### src/rtl/ens_pkg.sv
// shared constants, codes and types of the excitable network step unit
package ens_pkg;

  localparam int unsigned NEURONS   = 2048;
  localparam int unsigned MAX_LINKS = 65536;

  localparam int unsigned NEUR_AW = $clog2(NEURONS);
  localparam int unsigned LINK_AW = $clog2(MAX_LINKS);
  localparam int unsigned LCNT_W  = $clog2(MAX_LINKS + 1);

  localparam int unsigned IDX_W  = 11;
  localparam int unsigned LIFE_W = 4;
  localparam int unsigned ACC_W  = 20;
  localparam int unsigned CNT_W  = 12;
  localparam int unsigned PROB_W = 16;
  localparam int unsigned CFG_W  = 16;
  localparam int unsigned LINK_W = 2 * IDX_W + 1 + LIFE_W;

  localparam logic [CNT_W-1:0] CNT_MAX = '1;

  typedef enum logic [2:0] {
    CFG_THRESHOLD   = 3'd0,
    CFG_EXCIT_DUR   = 3'd1,
    CFG_INHIB_DUR   = 3'd2,
    CFG_EXCIT_W     = 3'd3,
    CFG_INHIB_W     = 3'd4,
    CFG_TARGET_SIZE = 3'd5,
    CFG_PROB_TARGET = 3'd6,
    CFG_PROB_OTHER  = 3'd7
  } cfg_idx_e;

  typedef enum logic [1:0] {
    CAUSE_NONE     = 2'd0,
    CAUSE_EXTERNAL = 2'd1,
    CAUSE_SYNAPTIC = 2'd2
  } cause_e;

  typedef enum logic [2:0] {
    S_CLR,
    S_IDLE,
    S_LRD,
    S_LFIRE,
    S_LUPD,
    S_DRD,
    S_DDEC
  } state_e;

  typedef struct packed {
    logic [IDX_W-1:0]  src;
    logic [IDX_W-1:0]  tgt;
    logic              inhib;
    logic [LIFE_W-1:0] life;
  } link_t;

endpackage

### src/rtl/ens_unit.sv
// shared arithmetic: lifetime update, saturating accumulate, threshold compare
module ens_unit (
  input  logic [ens_pkg::LIFE_W-1:0] life_i,
  input  logic                       src_firing_i,
  input  logic                       inhib_i,
  input  logic [ens_pkg::LIFE_W-1:0] excit_dur_i,
  input  logic [ens_pkg::LIFE_W-1:0] inhib_dur_i,
  input  logic [6:0]                 excit_weight_i,
  input  logic signed [7:0]          inhib_weight_i,
  input  logic signed [ens_pkg::ACC_W-1:0] acc_i,
  input  logic [7:0]                 threshold_i,
  output logic [ens_pkg::LIFE_W-1:0] life_o,
  output logic signed [ens_pkg::ACC_W-1:0] acc_o,
  output logic                       over_thr_o
);
  import ens_pkg::*;

  logic signed [ACC_W:0] weight;
  logic signed [ACC_W:0] sum;

  always_comb begin
    if (life_i != '0) begin
      life_o = life_i - LIFE_W'(1);
    end else if (src_firing_i) begin
      life_o = inhib_i ? inhib_dur_i : excit_dur_i;
    end else begin
      life_o = '0;
    end
  end

  always_comb begin
    weight = inhib_i ? (ACC_W+1)'(inhib_weight_i)
                     : $signed({{(ACC_W-6){1'b0}}, excit_weight_i});
    sum = $signed({acc_i[ACC_W-1], acc_i}) + weight;
    // top two bits differ when the sum left the 20-bit range
    if (sum[ACC_W] != sum[ACC_W-1]) begin
      acc_o = sum[ACC_W] ? {1'b1, {(ACC_W-1){1'b0}}} : {1'b0, {(ACC_W-1){1'b1}}};
    end else begin
      acc_o = sum[ACC_W-1:0];
    end
  end

  assign over_thr_o = acc_i > $signed({{(ACC_W-8){1'b0}}, threshold_i});

endmodule

### config.mk
export PLATFORM = sky130hd
export DESIGN_NAME = ens_unit
export DESIGN_NICKNAME = d
export VERILOG_FILES = /design/src/rtl/ens_pkg.sv /design/src/rtl/ens_unit.sv
export SDC_FILE = /design/constraint.sdc
export NUM_CORES = 1
export LEC_CHECK = 0
export ABC_AREA = 1
export CORE_ASPECT_RATIO = 1.2
export CORE_MARGIN = 4
export CORE_UTILIZATION = 55
export DETAILED_ROUTE_END_ITERATION = 10
export DONT_BUFFER_PORTS = 1
export PLACE_DENSITY = 0.69
export SLEW_MARGIN = 20
export SYNTH_ARGS = -nofsm -noshare
export SYNTH_HDL_FRONTEND = slang
export SYNTH_SLANG_ARGS = --single-unit
### constraint.sdc
create_clock -name vclk -period 3
set_clock_uncertainty 0.15 [all_clocks]
set_input_delay 0.15 -clock vclk [all_inputs]
set_output_delay 0.15 -clock vclk [all_outputs]
set_load 0.01 [all_outputs]
==> qor.txt <==
I/O pin count: 82
Routed length on met3: 302 microns
Worst setup path class: input pin to output pin
Synth top area share: 0.2722
Commonest cells in the netlist: nand2_1 (135), inv_1 (51), nor2_1 (34)
Seq/Total Area, Yosys: 0
Hold/Removal Path Class: input pin to output pin
Mapped Nets: 426
Largest net degree at the start of global routing: 26
Synth top area cells: nand2_1 (27%), ha_1 (11%), inv_1 (10%)
Area after DPL: 1858 sq um
DRT antenna net count: 0
Required time worst endpoint: 2.70 ns
Synth area leader: nand2_1
Worst hold path depth: 1
Beginning of the worst hold path: acc_i[19]
Max VDD drop: 0.1303 mV
Fmax: 377.9 MHz
Area Growth Syn to Fin: -0.2017%
Routed wl met2: 2567 microns
Final worst path period share: 0.8820
Startpoint types: input pin
CTS Hold Bufs: 0
Critical Path Sink Type: output pin
Via density: 5.535
Area of the multi-input gates: 1599 sq um
Setup Total Neg Slack: 0 ns
Met1 WL: 1850 microns
Worst Setup SP: inhib_i
Max-slew headroom: 0.6747
Mapped Cells: 352
Die width: 61.11 microns
Cell Area, Synth: 1862 sq um
First-pass GRT wire length: 8535 microns
Top sig layer: met4
GPL Wtd Cong: 0.9321
Crit path DAT: 2.35 ns
Max FO, Critical Path: 19
Yosys warns: 0
Diode count: 0
Power Density: 209.0 nW/um^2
Row count: 22
Fin. Hold Viols: 0
DR DRC count: 0
DR pass1 iterations: 7
Finished Cell Area: 1858 sq um
Starting DRT DRC Count: 79
Share of cells above drive strength 1: 0.06340
RSZ-0062 raised after global routing: false
Syn Area/Cell: 5.289 sq um
Fillers: 371
Number of distinct library cells after synthesis: 37
Seq. cell area: 0 sq um
Max Cap Viol: 0
Nets: 423
Die span in y: 71.74 microns
Min cycle time layout: 2.646 ns
Postcts setup bufs: 0
Seq Cell Count: 0
Initial Util: 0.5881
Final Total Pwr: 0.3883 mW
Max-slew violations: 0
P_leak: 1.094 nW
Vias: 2120
DP HPWL: 4472 microns
Grt total ovfl: 0
I/O Buffers: 0
DR WL/cell: 13.03 microns
Drt total wl: 4992 microns
Final setup violation count: 0
Core area: 3166 sq um
Vias in the first global route: 2135
Pre-CTS setup slack: 0.3639 ns
Status: complete, no violations
Die Footprint: 4384 sq um
Initial antenna violation count: 0
Total GRT Usage: 0.2390
Post-CTS Resized: 0
Final WS setup: 0.3541 ns
Clk_buf instances: 0
Top-count cell post-synth: nand2_1
Worst slew pin tran: 0.4864 ns
worst paths after layout:
path	to	slack [ns]
max	acc_o[4]	0.35
min	over_thr_o	0.21
power breakdown:
part           switching, mW  leakage (nW)  total, mW  internal, mW
combinational          0.261          1.09      0.388         0.128
sequential                 0             0          0             0
clock                      0             0          0             0
placed cells by master, fill, tap and decap left out, types with 2 or more instances in the layout:
cell	synthesis	layout
inv_1	51	51
nand2_2	5	5
nand3_1	20	20
xnor2_1	6	6
nand2_4	2	2
xor2_2	4	4
nand2_1	135	135
xor2_1	10	10
inv_2	3	3
o21ai_0	7	7
nand3b_1	2	2
a31oi_1	2	2
o32ai_1	2	2
a41oi_1	6	6
nor4_1	2	2
a21oi_1	14	14
or2_2	2	2
nor2_1	34	34
ha_1	16	16
nor3_1	5	5
nand4_1	5	5
layer usage:
metal	track usage	up-vias
met3	0.01982	24
li1	-	1108
met2	0.4541	96
met5	0	-
met1	0.2511	892
met4	0.1084	0
per-stage QoR:
stage               utilization  hold WS, ns  instances
floorplan                     -       0.2044        352
global placement         0.5870       0.2142        383
detailed placement       0.5870       0.2125        383
CTS                      0.5870       0.2125        383
global route             0.5870       0.2183        383
finish                   0.5870       0.2115        383
area by class of cell:
cell class                 count  share of cell area
tap                           36             0.02424
timing repair buffer           1            0.004040
inverter                      55              0.1111
multi-input combinational    291              0.8606
critical path, cell delays in order:
cell	delay, ns
clkinv_1	0.07
or2_2	0.27
o21ai_0	0.17
inv_1	0.09
ha_1	0.31
nand3_1	0.09
nand2_1	0.11
nand3_1	0.09
nand2_1	0.08
nand2_1	0.07
nand2_1	0.10
nand2_1	0.13
nand2_1	0.08
nand2_2	0.09
nand4_4	0.24
nand2_1	0.22
kinds of logic after synthesis:
family / Yosys count / share of synthesized area
and+or+nand+nor: 216 / 0.5013
buffers and inverters: 61 / 0.1411
xor gates and xnor gates: 20 / 0.1102
AOI/OAI and AO/OA: 37 / 0.1237
adders and majority gates: 17 / 0.1183
muxes: 1 / 0.005377
Note: power is estimated with default switching activity, not from simulation.
