[src/rtl/ens_ram.sv]
// generic single-port ram with registered read
module ens_ram #(
  parameter int unsigned WIDTH = 8,
  parameter int unsigned DEPTH = 16
) (
  input  logic                     clk_i,
  input  logic                     we_i,
  input  logic [$clog2(DEPTH)-1:0] addr_i,
  input  logic [WIDTH-1:0]         wdata_i,
  output logic [WIDTH-1:0]         rdata_o
);

  logic [WIDTH-1:0] mem_q [DEPTH];
  logic [WIDTH-1:0] rdata_q;

  always_ff @(posedge clk_i) begin
    if (we_i) begin
      mem_q[addr_i] <= wdata_i;
    end
    rdata_q <= mem_q[addr_i];
  end

  assign rdata_o = rdata_q;

endmodule

[config.mk]
export PLATFORM = sky130hd
export DESIGN_NAME = ens_ram
export DESIGN_NICKNAME = d
export VERILOG_FILES = /design/src/rtl/ens_ram.sv
export SDC_FILE = /design/constraint.sdc
export NUM_CORES = 1
export LEC_CHECK = 0
export BUFFER_PORTS_ARGS = -buffer_cell sky130_fd_sc_hd__buf_2
export CAP_MARGIN = 30
export CORE_ASPECT_RATIO = 0.5
export CORE_MARGIN = 4
export CORE_UTILIZATION = 58
export DETAILED_ROUTE_END_ITERATION = 8
export GPL_TIMING_DRIVEN = 1
export PLACE_DENSITY = 0.74
export SLEW_MARGIN = 25
export SYNTH_ARGS = -nofsm -noshare
export SYNTH_HDL_FRONTEND = slang
export SYNTH_SLANG_ARGS = --single-unit
export TNS_END_PERCENT = 50
[constraint.sdc]
create_clock -name clk_i -period 1.9 [get_ports clk_i]
set_input_delay 0 -clock clk_i [delete_from_list [all_inputs] [get_ports clk_i]]
set_output_delay 0 -clock clk_i [all_outputs]
set_load 0.1 [all_outputs]
==> run metrics, run 1 <==
status finished clean; Yosys top cell by area edfxtp_1; all-layer global routing usage 0.2065; Die W 140.2 um; Seq cells post-synth 136; placed cell count 373; DP HPWL 6.203 mm; min cycle time layout 1414 ps; DRC viols 0; I/O Pins 22; CTS Sinks 136; Fin. Hold Viols 0; FMAX 707.4 MHz; Core Footprint 0.008259 mm2; routed length per instance 22.94 um; EDFF count, synth 128; Post-Synth XOR/XNOR Area 0; post-place instance area 0.005435 mm2; WL final 9.473 mm; asr flop ratio synth 0; Worst path top cell family by delay multiplexers; CP peak stage delay 510 ps; die area 0.01039 mm2; Crit. End Element flip-flop; sum of buffers and inverters on the critical path 0; peak supply drop 0.0009497 V; Routed Antenna Nets 0; synth warn 0; post-synthesis simple-gate area fraction 0.03210; first-pass iteration count of the detailed router 5; PortBufs 21; DR vias 2493; cells after synthesis 230; post-synthesis mux area share 0.1422; crit-path cells mux4_2 > a22oi_1 > nand2_1; final cell count without fillers 413; Tightest Hold Check Type in -> reg; largest family of logic cells by synthesized area multiplexers; Levels on crit path 3; nets 302; Worst Tran Pin Value 772.8 ps; RSZ-0062 raised after global routing false; Resized cells post-CTS 0; slowest CP cell mux4_2; area grow syn2layout 20.07%; initial antenna violation count 0; CTS tree done; GPL Wtd Cong 0.7443; critical path peak fanout 1; clock skew 4.850 ps; pin count of the biggest net entering global routing 18; WHS Path Cells 3; gr ovfl total 0; Arr. time, crit path 1700 ps; Slew headroom 0.4838; max-cap violation count 0; Compound-Gate Fraction of Synth Area 0.02370; register area share after synthesis 0.7901; endpoints failing setup 0; synth top area cells edfxtp_1, mux4_2, dfxtp_1, a22oi_1, nor2_1; Crit Path Class reg -> reg; DR vias/cell 6.036; Clock Tree Buf Depth 2; CTS Buf Count 17; DIE HEIGHT 74.10 um; clock insertion delay at the later pin of the skew report 410 ps; average size of a mapped cell 22.03 um2; clk slew on worst S/H paths 50 ps; leakage 2.056 nW; clk root buf clkbuf_16; vias in the first global route 2574; post-route cell area 0.006085 mm2; share of cells above drive strength 1 0.3389; Post-Syn Nets 244; CTS H-tree lvls 4; diode count 0; adder-cell share of the synthesized area 0; synthesized area 0.005067 mm2; initial DRC count 173; Tcrit/Tclk final 0.7440; # rows 23; ys flop type edfxtp_1; Fin Setup TNS 0 ps; Power Density 1148 mW/mm2; global-route wire length before repair 15.03 mm; area share of the largest cell type after synthesis 0.7585; most frequent cell after synthesis edfxtp_1; worst path required time 2180 ps; Slew Limit Fails 0; Reg2Reg Depth 3; Synth top cells by count edfxtp_1, mux4_2, a22oi_1, nor2_1, nand2_1; effective utilization at floorplan 0.6135; WHS 164.7 ps; Startpoint Class flip-flop; Synth cell types 18
routing by layer:
metal | GRT usage | up-vias | wire (um)
li1 | - | 1079 | -
met1 | 0.2912 | 1299 | 4166
met2 | 0.2982 | 106 | 4376
met3 | 0.08092 | 9 | 847
met4 | 0.08056 | 0 | 82
met5 | 0 | - | 0
cells by family (layout without fill, tap and decap cells):
kind of cell,Yosys count,in the layout
buffers and inverters,11,82
AND/OR/NAND/NOR,35,35
multiplexers,32,32
AO/OA/AOI/OAI,16,16
flip-flops,136,136
final cells by class:
type / count / area (um2)
sequential: 136 / 4004
fill: 458 / 2175
multi-input combinational: 83 / 1003
clock buffer: 20 / 436.7
timing repair buffer: 50 / 367.9
tap: 112 / 140.1
clock inverter: 12 / 132.6
layout by cell type, fill, tap and decap left out:
master	instances
nand3b_1	2
dfxtp_1	8
and2_1	1
nand3_1	1
buf_4	19
clkbuf_1	3
buf_2	21
nor3_1	4
nand2_1	9
or3b_2	1
dlygate4sd3_1	8
nor2_1	13
clkinv_2	7
nand2b_1	2
edfxtp_1	128
nor2b_1	2
buf_12	2
a22oi_1	16
clkinv_1	2
clkbuf_16	17
bufinv_16	3
mux4_2	32
worst paths after layout:
path | start | slack (ps) | endpoint
max | mem_q[7][0] | 490 | rdata_o[0]
min | we_i | 160 | mem_q[14][1]
max reg2reg | mem_q[7][0] | 490 | rdata_o[0]
min reg2reg | mem_q[12][2] | 670 | rdata_o[2]
where the power goes:
group          internal [W]  switching (W)
Clock               0.00203        0.00110
Combinational      0.000148       0.000329
Sequential          0.00336      0.0000182
Total               0.00554        0.00145
tightest hold or removal path, cell delays in order:
cell and delay (ps):
buf_2 120, nand3_1 150, nor2_1 120
per-stage QoR:
| step | setup WS (ps) | util | total power, W |
|---|---|---|---|
| global route | 417.4 | 0.7367 | 0.007230 |
| global placement | 430.4 | 0.6581 | 0.003884 |
| finish | 486.4 | 0.7367 | 0.006988 |
| floorplan | 407.0 | - | 0.003750 |
| CTS | 482.5 | 0.7367 | 0.007040 |
| detailed placement | 402.6 | 0.6581 | 0.003899 |
flip-flops by register name, summed over array words and instances (netlist names):
signal   flops
rdata_o      8
mem_q      128
repair_timing:
item                      CTS  global route
setup buffers               0             0
hold endpoints to repair  128             0
hold buffers                8             0
No activity file was read; power rests on OpenSTA's default activity.
==> run 2, diff against run 1 <==
--- a/config.mk
+++ b/config.mk
@@ -9,10 +9,10 @@
 export CAP_MARGIN = 30
 export CORE_ASPECT_RATIO = 0.5
 export CORE_MARGIN = 4
-export CORE_UTILIZATION = 58
+export CORE_UTILIZATION = 54
 export DETAILED_ROUTE_END_ITERATION = 8
 export GPL_TIMING_DRIVEN = 1
-export PLACE_DENSITY = 0.74
+export PLACE_DENSITY = 0.72
 export SLEW_MARGIN = 25
 export SYNTH_ARGS = -nofsm -noshare
 export SYNTH_HDL_FRONTEND = slang
==> constraint.sdc (replaced) <==
create_clock -name clk_i -period 1.2 [get_ports clk_i]
set_input_delay 0 -clock clk_i [delete_from_list [all_inputs] [get_ports clk_i]]
set_output_delay 0 -clock clk_i [all_outputs]
set_load 0.1 [all_outputs]
==> run metrics, run 2 (synthesized netlist as in run 1, its figures left out) <==
Largest Register mem_q; Die W 145.0 um (+3.4%); Slew Limit Fails 0 (unchanged); initial DRC count 275 (+59%); violated checks negative setup slack; Clock Tree Buf Depth 2 (unchanged); WHS 214.2 ps (+49.49 ps); Slew headroom 0.3769 (-0.1068); max reg flops 128 (unchanged); area grow syn2layout 29.01%; share of cells above drive strength 1 0.4785 (+0.1397); Power Density 1667 mW/mm2 (+45%); CTS Buf Count 17 (unchanged); slowest CP cell mux4_2; setup bufs post-CTS 0 (unchanged); effective utilization at floorplan 0.5682 (-0.04536); final cell count without fillers 443 (+7.3%); most common cell after layout, fill and taps aside edfxtp_1; vias in the first global route 2795 (+8.6%); PortBufs 21 (unchanged); I/O Pins 22 (unchanged); CTS Sinks 136 (unchanged); fin worst setup slack -155.2 ps (-641.6 ps); Sw Share 0.2230 (+0.01547); initial antenna violation count 0 (unchanged); nets 328 (+8.6%); clock network power share 0.427 (-0.022); WL final 11.14 mm (+18%); Startpoint Class flip-flop; DRC viols 0 (unchanged); crit-path cells mux4_2 > a22oi_2 > nand2_1; Gate power share 0.083 (+0.015); fill cell count 498 (+8.7%); CTS tree done; min cycle time layout 1355 ps (-58.35 ps); Placement Setup Slack -336.1 ps (-738.7 ps); routed length per instance 25.14 um (+9.6%); Worst Tran Pin Value 932.7 ps (+159.9 ps); Crit Path Class reg -> reg; Worst path top cell family by delay multiplexers; diode count 0 (unchanged); Tcrit/Tclk final 1.129 (+0.3854); max-cap violation count 0 (unchanged); FMAX 737.9 MHz (+4.3%); GRT met2 Usage 0.3304 (+0.03217); leakage 2.220 nW (+8.0%); Fin. Hold Viols 0 (unchanged); CP peak stage delay 480 ps (-30 ps); clk slew on worst S/H paths 60 ps (about the same); sum of buffers and inverters on the critical path 0 (unchanged); Routed Antenna Nets 0 (unchanged); global-route wire length before repair 17.17 mm (+14%); Crit. End Element flip-flop; Tightest Hold Check Type in -> reg; die area 0.01109 mm2 (+6.8%); worst path required time 1500 ps (-680 ps); # rows 24 (+4.3%); endpoints failing setup 8 (+8); commonest non-fill, non-tap cells in the layout edfxtp_1, mux4_2, buf_4; GR Util met1 0.2915 (about the same); Net Sw Power 0.002430 W (+68%); gr ovfl total 0 (unchanged); first-pass iteration count of the detailed router 5 (unchanged); pin count of the biggest net entering global routing 21 (+3); all-layer global routing usage 0.2193 (+0.01280); Flop pwr share 0.491 (+0.008); GPL Wtd Cong 0.7740 (+4.0%); DR vias 2705 (+8.5%); Arr. time, crit path 1650 ps (-50 ps); critical path peak fanout 1 (unchanged); CTS H-tree lvls 4 (unchanged); DP HPWL 7.010 mm (+13%); busiest grt layer met2; DIE HEIGHT 76.50 um (+3.2%); Core Footprint 0.008919 mm2 (+8.0%); clock insertion delay at the later pin of the skew report 420 ps (about the same); placed cell count 402 (+7.8%); status finished, violations left; RSZ-0062 raised after global routing true; Pwr Total 0.01090 W (+56%); clock skew 6.820 ps (+1.970 ps); Pint 0.008466 W (+53%); footprint of the multi-input gates 0.001109 mm2 (+10%); clk root buf clkbuf_16; peak supply drop 0.001199 V (+26%); DR vias/cell 6.106 (+1.2%); met3 Track Usage GR 0.08794 (+0.007013); register area 0.004004 mm2 (unchanged)
## run 2: power groups by stage
stage | clock network, W | logic (W) | registers, W
3_5_place_dp | 0 | 0.000839 | 0.00544
5_1_grt | 0.00497 | 0.000950 | 0.00535
6_report | 0.00465 | 0.000902 | 0.00535
3_3_place_gp | 0 | 0.000822 | 0.00543
2_1_floorplan | 0 | 0.000287 | 0.00566
4_1_cts | 0.00467 | 0.000887 | 0.00535
## run 2: layer usage
| metal | wire length, um | share of wire |
|---|---|---|
| met1 | 4684 | 0.42 |
| met5 | 0 | 0 |
| met4 | 195 | 0.018 |
| met2 | 5267 | 0.47 |
| met3 | 990 | 0.089 |
## run 2: layout make-up
cell class / count / share of cell area
flip-flops and latches: 136 / 0.6124
multi-input cells: 83 / 0.1696
repair buffers: 76 / 0.1137
clock buffers: 23 / 0.07464
well taps: 117 / 0.02239
clock inverters: 8 / 0.007273
## run 2: through the flow
stage            util  cell area [um2]  TNS, ps
4_1_cts        0.7294             6505   -682.0
3_5_place_dp   0.6561             5852    -8093
2_1_floorplan       -             5125    -2048
6_report       0.7330             6538   -604.2
5_1_grt        0.7330             6538    -1019
3_3_place_gp   0.6561             5852    -7262
## run 2: path summary, 6_finish.rpt
check / endpoint / from / cells past startpoint / slack [ps]
max: rdata_o[4] / mem_q[3][4] / 3 / -160
min: rdata_o[6] / addr_i[3] / 5 / 210
max reg2reg: rdata_o[4] / mem_q[3][4] / 3 / -160
min reg2reg: rdata_o[6] / mem_q[6][6] / 3 / 680
## run 2: worst min-delay path: stages
cell     delay, ps
buf_2           90
buf_4          130
nor2b_1        120
a22oi_2        170
nand2_1         70
## run 2: repair_timing
item | CTS | global route
pin swaps | 9 | 5
hold endpoints to repair | 128 | 0
setup endpoints to repair | 9 | 9
hold buffers | 8 | 0
resized for setup | 8 | 4
gates cloned | 0 | 0
